### config.mk
export PLATFORM = sky130hd
export DESIGN_NAME = tick_rate_calibrated_msec_clock
export DESIGN_NICKNAME = d
export VERILOG_FILES = /design/src/design/tcmc_pkg.sv /design/src/design/tick_rate_calibrated_msec_clock.sv
export SDC_FILE = /design/constraint.sdc
export NUM_CORES = 2
export LEC_CHECK = 0
export BUFFER_PORTS_ARGS = -buffer_cell sky130_fd_sc_hd__buf_2
export CAP_MARGIN = 20
export CORE_MARGIN = 2
export CORE_UTILIZATION = 65
export DETAILED_ROUTE_END_ITERATION = 8
export PLACE_DENSITY = 0.85
export SYNTH_ARGS = -nofsm -noshare
export SYNTH_HDL_FRONTEND = slang
export SYNTH_SLANG_ARGS = --single-unit
### constraint.sdc
create_clock -name clk -period 14.2 [get_ports clk]
set_input_delay 2.13 -clock clk [delete_from_list [all_inputs] [get_ports clk]]
set_output_delay 2.13 -clock clk [all_outputs]
set_load 0.05 [all_outputs]
### src/design/tcmc_pkg.sv
// Types and constants of the tick-rate calibrated millisecond clock.
// No dependencies; used by the top level and by its checker.
`timescale 1ns / 1ps

package tcmc_pkg;

    localparam int TICK_IN_W   = 63;   // tick_sample field width
    localparam int MS_W        = 32;   // millisecond fields
    localparam int CFG_W       = 10;   // configuration register width
    localparam int IN_TDATA_W  = 96;   // 63 + 32 bits, padded to whole bytes
    localparam int OUT_TDATA_W = 32;

    localparam logic [CFG_W-1:0] RESYNC_LIMIT_RST = 10'd100;
    localparam logic [CFG_W-1:0] MIN_ADJUST_RST   = 10'd10;

    typedef enum logic [0:0] {
        CFG_RESYNC_LIMIT = 1'b0,
        CFG_MIN_ADJUST   = 1'b1
    } tcmc_cfg_idx_t;

    typedef enum logic [2:0] {
        ST_IDLE,
        ST_EVAL,
        ST_DIV,
        ST_SIGN,
        ST_ADV
    } tcmc_state_t;

endpackage

### src/design/tick_rate_calibrated_msec_clock.sv
// Top level of the tick-rate calibrated millisecond clock.
// Depends on tcmc_pkg; the checker in tcmc_checker.sv binds to it.
`timescale 1ns / 1ps

// Each input word carries a cycle-counter sample and a millisecond reading
// from a slow clock, and each produces exactly one output word. When the
// sample is still below the predicted next tick, the last millisecond value
// is answered again with tuser low and the reading is dropped. Otherwise the
// reading is answered with tuser high and the calibration state moves on: a
// gap from the base millisecond above resync_limit_ms restarts calibration,
// and a gap of at least min_adjust_ms re-estimates the ticks per millisecond
// by a signed division that truncates toward zero. Every word is evaluated
// after it is taken, and at the end of evaluation its answer is written
// to the output register. A word that needs no new rate estimate returns
// to idle after evaluation and then lets the next word in. A word that
// re-estimates the rate is not followed by another word until it has gone
// through evaluation, a restoring divider that produces one quotient bit
// per cycle through a shift register, a step that applies the sign, a step
// that advances the prediction and the return to idle. The answer can be
// taken while the divider runs. If the output register is still full,
// evaluation waits until it is taken.
// Configuration registers are written through the cfg port, which is always
// ready; write them only while the block is idle.
module tick_rate_calibrated_msec_clock #(
    parameter int TICK_BITS = 64
) (
    input  logic                              clk,
    input  logic                              rst_n,
    // Input stream. tdata, from bit 0: tick_sample[62:0], elapsed_ms[94:63], zero pad.
    input  logic                              s_axis_tvalid,
    output logic                              s_axis_tready,
    input  logic [tcmc_pkg::IN_TDATA_W-1:0]   s_axis_tdata,
    // Output stream. tdata, from bit 0: ms_value[31:0]. tuser, bit 0: refreshed.
    output logic                              m_axis_tvalid,
    input  logic                              m_axis_tready,
    output logic [tcmc_pkg::OUT_TDATA_W-1:0]  m_axis_tdata,
    output logic                              m_axis_tuser,
    // Configuration writes: index 0 is resync_limit_ms, index 1 is min_adjust_ms.
    input  logic                              cfg_valid,
    output logic                              cfg_ready,
    input  logic                              cfg_index,
    input  logic [tcmc_pkg::CFG_W-1:0]        cfg_data
);
    import tcmc_pkg::*;

    localparam int CNT_W = $clog2(TICK_BITS);
    localparam logic [CNT_W-1:0] CNT_LAST = CNT_W'(TICK_BITS - 1);

    // Control state.
    tcmc_state_t            state_reg, state_next;
    logic [CFG_W-1:0]       resync_reg, min_reg;
    logic                   m_valid_reg, m_valid_next;
    logic [CNT_W-1:0]       cnt_reg, cnt_next;

    // Calibration state.
    logic [MS_W-1:0]        base_ms_reg, base_ms_next;
    logic [TICK_BITS-1:0]   base_tick_reg, base_tick_next;
    logic [TICK_BITS-1:0]   ticks_reg, ticks_next;
    logic [TICK_BITS-1:0]   pred_reg, pred_next;
    logic [MS_W-1:0]        cached_reg, cached_next;

    // Payload and divider registers.
    logic [TICK_BITS-1:0]   tick_reg, tick_next;
    logic [MS_W-1:0]        now_reg, now_next;
    logic [TICK_BITS-1:0]   dvd_reg, dvd_next;
    logic [CFG_W-1:0]       rem_reg, rem_next;
    logic [CFG_W-1:0]       den_reg, den_next;
    logic                   neg_reg, neg_next;
    logic [MS_W-1:0]        m_ms_reg, m_ms_next;
    logic                   m_ref_reg, m_ref_next;

    // Decode of the current item.
    logic                   in_fire;
    logic                   out_free;
    logic                   eval_go;
    logic                   hit_cache;
    logic [MS_W-1:0]        gap;
    logic [CFG_W-1:0]       min_gap;
    logic                   over_limit;
    logic                   adjust;
    logic [TICK_BITS-1:0]   diff;
    logic [TICK_BITS-1:0]   mag;
    logic [CFG_W:0]         trial;
    logic [CFG_W:0]         trial_sub;
    logic                   q_bit;

    assign cfg_ready     = 1'b1;
    assign m_axis_tvalid = m_valid_reg;
    assign m_axis_tdata  = m_ms_reg;
    assign m_axis_tuser  = m_ref_reg;

    assign in_fire  = s_axis_tvalid && s_axis_tready;
    assign out_free = !m_valid_reg || m_axis_tready;

    // A stored min of zero acts as one so the divisor never becomes zero.
    assign min_gap    = (min_reg == '0) ? CFG_W'(1) : min_reg;
    assign hit_cache  = $signed(tick_reg) < $signed(pred_reg);
    assign gap        = now_reg - base_ms_reg;
    assign over_limit = gap > {{(MS_W-CFG_W){1'b0}}, resync_reg};
    assign adjust     = gap >= {{(MS_W-CFG_W){1'b0}}, min_gap};
    assign diff       = tick_reg - base_tick_reg;
    assign mag        = diff[TICK_BITS-1] ? (~diff + TICK_BITS'(1)) : diff;

    // One restoring step: the remainder stays below the divisor, so the
    // trial value fits one bit more than the divisor.
    assign trial     = {rem_reg, dvd_reg[TICK_BITS-1]};
    assign trial_sub = trial - {1'b0, den_reg};
    assign q_bit     = trial >= {1'b0, den_reg};

    // Next state.
    always_comb
    begin
        state_next = state_reg;
        case (state_reg)
            ST_IDLE:
            begin
                if (in_fire)
                begin
                    state_next = ST_EVAL;
                end
            end
            ST_EVAL:
            begin
                if (out_free)
                begin
                    if (!hit_cache && !over_limit && adjust)
                    begin
                        state_next = ST_DIV;
                    end
                    else
                    begin
                        state_next = ST_IDLE;
                    end
                end
            end
            ST_DIV:
            begin
                if (cnt_reg == CNT_LAST)
                begin
                    state_next = ST_SIGN;
                end
            end
            ST_SIGN:
            begin
                state_next = ST_ADV;
            end
            ST_ADV:
            begin
                state_next = ST_IDLE;
            end
            default:
            begin
                state_next = ST_IDLE;
            end
        endcase
    end

    // Outputs of the state machine.
    always_comb
    begin
        s_axis_tready = 1'b0;
        eval_go       = 1'b0;
        case (state_reg)
            ST_IDLE:
            begin
                s_axis_tready = 1'b1;
            end
            ST_EVAL:
            begin
                eval_go = out_free;
            end
            ST_DIV, ST_SIGN, ST_ADV:
            begin
                s_axis_tready = 1'b0;
            end
            default:
            begin
                s_axis_tready = 1'b0;
            end
        endcase
    end

    // Datapath next values.
    always_comb
    begin
        tick_next      = tick_reg;
        now_next       = now_reg;
        base_ms_next   = base_ms_reg;
        base_tick_next = base_tick_reg;
        ticks_next     = ticks_reg;
        pred_next      = pred_reg;
        cached_next    = cached_reg;
        dvd_next       = dvd_reg;
        rem_next       = rem_reg;
        den_next       = den_reg;
        neg_next       = neg_reg;
        cnt_next       = cnt_reg;
        m_ms_next      = m_ms_reg;
        m_ref_next     = m_ref_reg;
        m_valid_next   = m_valid_reg && !m_axis_tready;

        if (in_fire)
        begin
            tick_next = TICK_BITS'({1'b0, s_axis_tdata[TICK_IN_W-1:0]});
            now_next  = s_axis_tdata[TICK_IN_W+MS_W-1:TICK_IN_W];
        end

        if (eval_go)
        begin
            m_valid_next = 1'b1;
            if (hit_cache)
            begin
                // Prediction not reached yet: answer the last value again.
                m_ms_next  = cached_reg;
                m_ref_next = 1'b0;
            end
            else
            begin
                m_ms_next   = now_reg;
                m_ref_next  = 1'b1;
                cached_next = now_reg;
                if (over_limit)
                begin
                    base_ms_next   = now_reg;
                    base_tick_next = tick_reg;
                    ticks_next     = '0;
                    pred_next      = '0;
                end
                else if (adjust)
                begin
                    // The gap is at most the resync limit here, so it fits
                    // the divisor register.
                    base_ms_next   = now_reg;
                    base_tick_next = tick_reg;
                    dvd_next       = mag;
                    neg_next       = diff[TICK_BITS-1];
                    den_next       = gap[CFG_W-1:0];
                    rem_next       = '0;
                    cnt_next       = '0;
                end
                else
                begin
                    pred_next = pred_reg + ticks_reg;
                end
            end
        end

        case (state_reg)
            ST_DIV:
            begin
                rem_next = q_bit ? trial_sub[CFG_W-1:0] : trial[CFG_W-1:0];
                dvd_next = {dvd_reg[TICK_BITS-2:0], q_bit};
                cnt_next = cnt_reg + CNT_W'(1);
            end
            ST_SIGN:
            begin
                ticks_next = neg_reg ? (~dvd_reg + TICK_BITS'(1)) : dvd_reg;
            end
            ST_ADV:
            begin
                // The base tick now equals the sample of this word.
                pred_next = base_tick_reg + ticks_reg;
            end
            default:
            begin
            end
        endcase
    end

    always_ff @(posedge clk or negedge rst_n)
    begin
        if (!rst_n)
        begin
            state_reg     <= ST_IDLE;
            m_valid_reg   <= 1'b0;
            cnt_reg       <= '0;
            resync_reg    <= RESYNC_LIMIT_RST;
            min_reg       <= MIN_ADJUST_RST;
            base_ms_reg   <= '0;
            base_tick_reg <= '0;
            ticks_reg     <= '0;
            pred_reg      <= '0;
            cached_reg    <= '0;
        end
        else
        begin
            state_reg     <= state_next;
            m_valid_reg   <= m_valid_next;
            cnt_reg       <= cnt_next;
            base_ms_reg   <= base_ms_next;
            base_tick_reg <= base_tick_next;
            ticks_reg     <= ticks_next;
            pred_reg      <= pred_next;
            cached_reg    <= cached_next;
            if (cfg_valid && cfg_ready)
            begin
                case (cfg_index)
                    CFG_RESYNC_LIMIT:
                    begin
                        resync_reg <= cfg_data;
                    end
                    CFG_MIN_ADJUST:
                    begin
                        min_reg <= cfg_data;
                    end
                    default:
                    begin
                    end
                endcase
            end
        end
    end

    always_ff @(posedge clk)
    begin
        tick_reg  <= tick_next;
        now_reg   <= now_next;
        dvd_reg   <= dvd_next;
        rem_reg   <= rem_next;
        den_reg   <= den_next;
        neg_reg   <= neg_next;
        m_ms_reg  <= m_ms_next;
        m_ref_reg <= m_ref_next;
    end

endmodule

==> After elaboration in Yosys (flattened, before gate mapping) <==
Index checks and enable logic that the tools add are counted.
W data, S select, Z words.
{ "totals": {"reg_bits": 499, "inputBits": 112, "output_inout_bits": 36, "elab_cells": 115} }
{ "op_classes": {"n_addsub": 8, "magnitude_cmp": 4, "n_eq_ne": 13, "n_mux": 42, "bitwise": 5, "reduce_logical": 25} }
{ "ops": {"columns": ["cell", "count"], "rows": [
  ["$mux W64", 18],
  ["$add A64 B1 Y64 const B", 2],
  ["$add A64 B64 Y64", 2],
  ["$not A64 Y64", 2],
  ["$mux W32", 3],
  ["$mux W10", 7],
  ["$lt A64 B64 Y1", 1],
  ["$sub A63 B64 Y64", 1],
  ["$ge A32 B10 Y1", 1],
  ["$gt A32 B10 Y1", 1],
  ["$sub A32 B32 Y32", 1],
  ["$mux W6", 5],
  ["$pmux W3 S4", 1],
  ["$reduce_and A3 Y1", 4],
  ["$reduce_bool A2 Y1", 6],
  ["$ge A11 B10 Y1", 1],
  ["$logic_not A10 Y1", 1],
  ["$sub A10 B10 Y10", 1],
  ["$mux W3", 3],
  ["$ne A2 B1 Y1 const B", 4],
  ["$reduce_and A4 Y1", 2],
  ["$add A6 B1 Y6 const B", 1],
  ["$eq A3 B2 Y1 const B", 2],
  ["$eq A6 B6 Y1 const B", 1],
  ["other kinds (12)", 26]
]} }

==> Logic depth before layout (Yosys ltp) <==
{ "logic_depth": {"ltp_word": 9, "mapped_depth": 25, "depth_no_buf": 22} }

==> Worst setup path before layout <==
No wires, ideal clock.
{ "synth_path": {"kind": "register -> register", "from": "register now_reg[0]", "to": "register cnt_reg[5]", "t_arrival_ps": 6243, "slack_ps": 7836, "path_stages_with_launch": 24, "path_buffers": 1, "cell_sequence": "edfxtp_1 -> inv_1 -> ha_1 -> inv_1 -> fa_1 -> a211oi_2 -> o21ai_2 -> a211oi_2 -> nor2_1 -> xor2_1 -> ha_1 -> nand3_1 -> nor2_1 -> a21oi_1 -> a31oi_1 -> o21ai_0 -> o2111ai_1 -> nor4_1 -> nand4_1 -> or4_1 -> buf_4 -> o31ai_4 -> o21ai_1 -> a22o_1"} }
{ "synth_between": {"elab_chain_len": 4} }
{ "synth_lines": {"columns": ["item", "line_no", "text"], "rows": [
  ["start: declaration", "tick_rate_calibrated_msec_clock.sv:64", "logic [MS_W-1:0] now_reg, now_next;"],
  ["start signal: assignment", "tick_rate_calibrated_msec_clock.sv:317", "now_reg <= now_next;"],
  ["$sub A32 B32 Y32 *", "tick_rate_calibrated_msec_clock.sv:98", "assign gap = now_reg - base_ms_reg;"],
  ["net gap[8]", "tick_rate_calibrated_msec_clock.sv:77", "logic [MS_W-1:0] gap;"],
  ["$gt A32 B10 Y1 / $ge A32 B10 Y1 (equally long branches)", "tick_rate_calibrated_msec_clock.sv:99, tick_rate_calibrated_msec_clock.sv:100", null],
  ["$ne A2 B1 Y1 (no line) / $reduce_bool A2 Y1 (equally long branches)", null, null],
  ["$reduce_and A4 Y1 (no line) *", null, null],
  ["end signal: assignment", "tick_rate_calibrated_msec_clock.sv:289", "cnt_reg <= cnt_next;"],
  ["end: declaration", "tick_rate_calibrated_msec_clock.sv:53", "logic [CNT_W-1:0] cnt_reg, cnt_next;"]
]} }
Mark *: on every way through the listed nets, which the timed path passes. The rest lies on a longest branch.
A chain may end at the register's enable or synchronous reset.

==> Worst setup path in the final report <==
Same ends and word-level chain as after synthesis.

==> flow_summary.toml <==
[outcome]
status = "finished clean"

[yosys]
synth_fp_nets = 4795
yosysSeqAreaShare_pct = 35.27
yosys_warnings = 0
synth_edf_count = 213
ys_ff_latch = 498
yosysUniqueCellTypes = 115
synth.most_common_cell = "nand2_1"
async_reset_ff_share_pct = 57.23
avgSynthCellArea_um2 = 8.795
yosysTopAreaCellShare_pct = 18.26
synthTopCellsByArea = "dfrtp_1, edfxtp_1, ha_1, a21oi_1, nand2_1"
syn_inst = 4363
synth_area_um2 = 38370
synthFlopType = "dfrtp_1"
ys_top_cells_by_count = "nand2_1, a21oi_1, ha_1"
synth_top_area_cell = "dfrtp_1"

[setup_path]
setup.worst_path.class = "flip-flop to flip-flop"
cp.required_ps = 14740
endpoint_kind = "flip-flop"
critPathTopFamily = "compound AO/OA/AOI/OAI gates"
crit_arrival_ps = 7220
max_stage_delay_ps = 840
path_max_fanout = 80
critPathLaunchType = "flip-flop"
cp_cell_sequence = "inv_1 -> ha_1 -> inv_1 -> fa_1 -> a211oi_2 -> o21ai_2 -> a211oi_2 -> nor2_1 -> xor2_1 -> ha_1 -> nand3_1 -> nor2_1 -> a21oi_1 -> a31oi_1 -> o21ai_0 -> o2111ai_1 -> nor4_1 -> nand4_1 -> or4_1 -> buf_4 -> o31ai_4 -> buf_4 -> o21ai_1 -> a22o_1"
path_buf_inv = 4
cp_slowest_cell = "buf_4"

[route]
vias_per_cell = 6.640
drc = 0
detail-route-antenna-nets = 0
drt-total-wl_um = 116600
first_pass_iters = 8
num_vias = 34670
drt_iter0_drc = 3745
post_drt_wl_per_cell_um = 22.33

[clocking]
cts_setup_buffers = 0
clk_transition_reported_paths_ps = 60
cts_tree = "done"
cts_resized = 0
cts.sinks = 498
worstSkewPairLatency_ps = 660
clk_path_buf_depth = 3
htree_levels = 2
cts-buffers-inserted = 55
ctsHoldBuffers = 0
clockRootBuffer = "clkbuf_16"

[global_route]
grt_pass1_wl_um = 181200
grt.total_usage_pct = 37.75
grt_most_used_layer = "met2"
use_met2_pct = 59.10
gr-usage-met3_pct = 7.054
grt_max_degree = 105
grt.overflow.total = 0
grt_pass1_vias = 32820
antenna_found_initial = 0
grt_use_met1_pct = 51.01

[timing]
slew_viol_final = 0
clock.fmax_ghz = 0.1497
hold_viol_final = 0
fin_worst_skew_ps = 61.64
relSlewSlack_pct = 23.41
hold_slack_ps = 504.6
finalSetupTns_ps = 0
min_period_ps = 6681
period_share_pct = 47.05
rsz0062_at_grt = "no"
setup_viol = 0
tightest_slew_ps = 1138

[floorplan]
dieArea_um2 = 61000
die_w_um = 247.0
start_util_pct = 65.39
io_pins = 148
fp.coreArea_um2 = 58690
die_h_um = 247.0
rows = 89

[layout]
area_growth_pct = 8.093
drive_gt1_share_pct = 10.16
fin_cells = 5222
num-nets-final = 4833
fill_cells = 4497

[power_and_ir_drop]
leakage_uw = 0.01970
power_density_nw_per_um2 = 83.43
ir_worst_vdd_uv = 151.5

[placement]
hpwl_um = 85140
dp.cells = 5114
io_buffer_count = 145
place_congestion = 0.9996

[flow_run]
drv_cap = 0

[worst_hold_path]
hp-class = "flip-flop to flip-flop"
power by group:
| part | leakage [uW] | switching (uW) | internal [uW] |
|---|---|---|---|
| Sequential | 0.00507 | 37.7 | 1560 |
| Clock | 0.000937 | 654 | 881 |
| Combinational | 0.0137 | 223 | 109 |
| Total | 0.0197 | 915 | 2550 |
through the flow:
stage          instance area [um2]  power (uW)  worst slack [ps]  utilization (%)
3_5_place_dp                 39500        1943              7563            67.31
2_1_floorplan                38370        1829              7836                -
5_1_grt                      41470        3553              7144            70.67
6_report                     41480        3460              7519            70.68
4_1_cts                      41430        3458              7543            70.60
3_3_place_gp                 39490        1935              7696            67.29
cells in the final DEF, fill, tap and decap left out, drive strengths merged, types with 17 or more instances in the layout:
cell type | synthesis | layout
nand2 | 454 | 454
o21ai | 375 | 375
a21oi | 359 | 359
ha | 315 | 315
inv | 284 | 288
dfrtp | 280 | 280
nor2 | 268 | 268
edfxtp | 213 | 213
buf | 46 | 179
a21o | 166 | 166
xnor2 | 156 | 156
xor2 | 125 | 125
nor3 | 106 | 106
nand3 | 94 | 94
mux2 | 85 | 85
nand4 | 75 | 75
a31oi | 73 | 73
clkbuf | 153 | 73
a211oi | 46 | 46
o31ai | 45 | 45
and3 | 43 | 43
or3 | 41 | 41
o21bai | 36 | 36
nor4 | 36 | 36
o21a | 35 | 35
nand2b | 33 | 33
nor2b | 27 | 27
o211ai | 27 | 27
a22oi | 24 | 24
and2 | 24 | 24
or4 | 22 | 22
mux2i | 21 | 21
or2 | 21 | 21
a221oi | 18 | 18
clkinv | 0 | 17
routing by layer:
metal  vias to the layer above  wire (um)
li1                      16120          -
met1                     16610      48020
met2                      1639      52250
met3                       307      10850
met4                         0       5505
met5                         -          0
logic make-up after synthesis:
family / after synthesis / share of synthesized area [%]
AOI/OAI and AO/OA: 1381 / 23.24
xor gates and xnor gates: 281 / 6.413
adders and majority gates: 320 / 10.53
buffers and inverters: 483 / 5.021
DFF: 498 / 35.27
muxes: 106 / 3.042
other: 1 / 0.009772
and+or+nand+nor: 1293 / 16.48
cell type report:
type	instances	area, um2	area share [%]
multi-input cells	3382	22960	55.35
flip-flops and latches	498	13530	32.63
clock buffers	72	1575	3.798
inverters	284	1066	2.570
repair buffers	180	1016	2.449
well taps	773	967.2	2.332
clock inverters	31	355.3	0.8567
diodes	2	5.005	0.01207
final timing paths:
kind | startpoint | to | slack (ps) | depth (start not counted)
max | now_reg[0] | cnt_reg[5] | 7520 | 24
min | cached_reg[4] | cached_reg[4] | 500 | 1
max reg2reg | now_reg[0] | cnt_reg[5] | 7520 | 24
min reg2reg | cached_reg[4] | cached_reg[4] | 500 | 1
max in group asynchronous | rst_n | pred_reg[51] | 10500 | 3
min in group asynchronous | rst_n | ticks_reg[0] | 1490 | 1
Power figures use the tool's default switching activity.
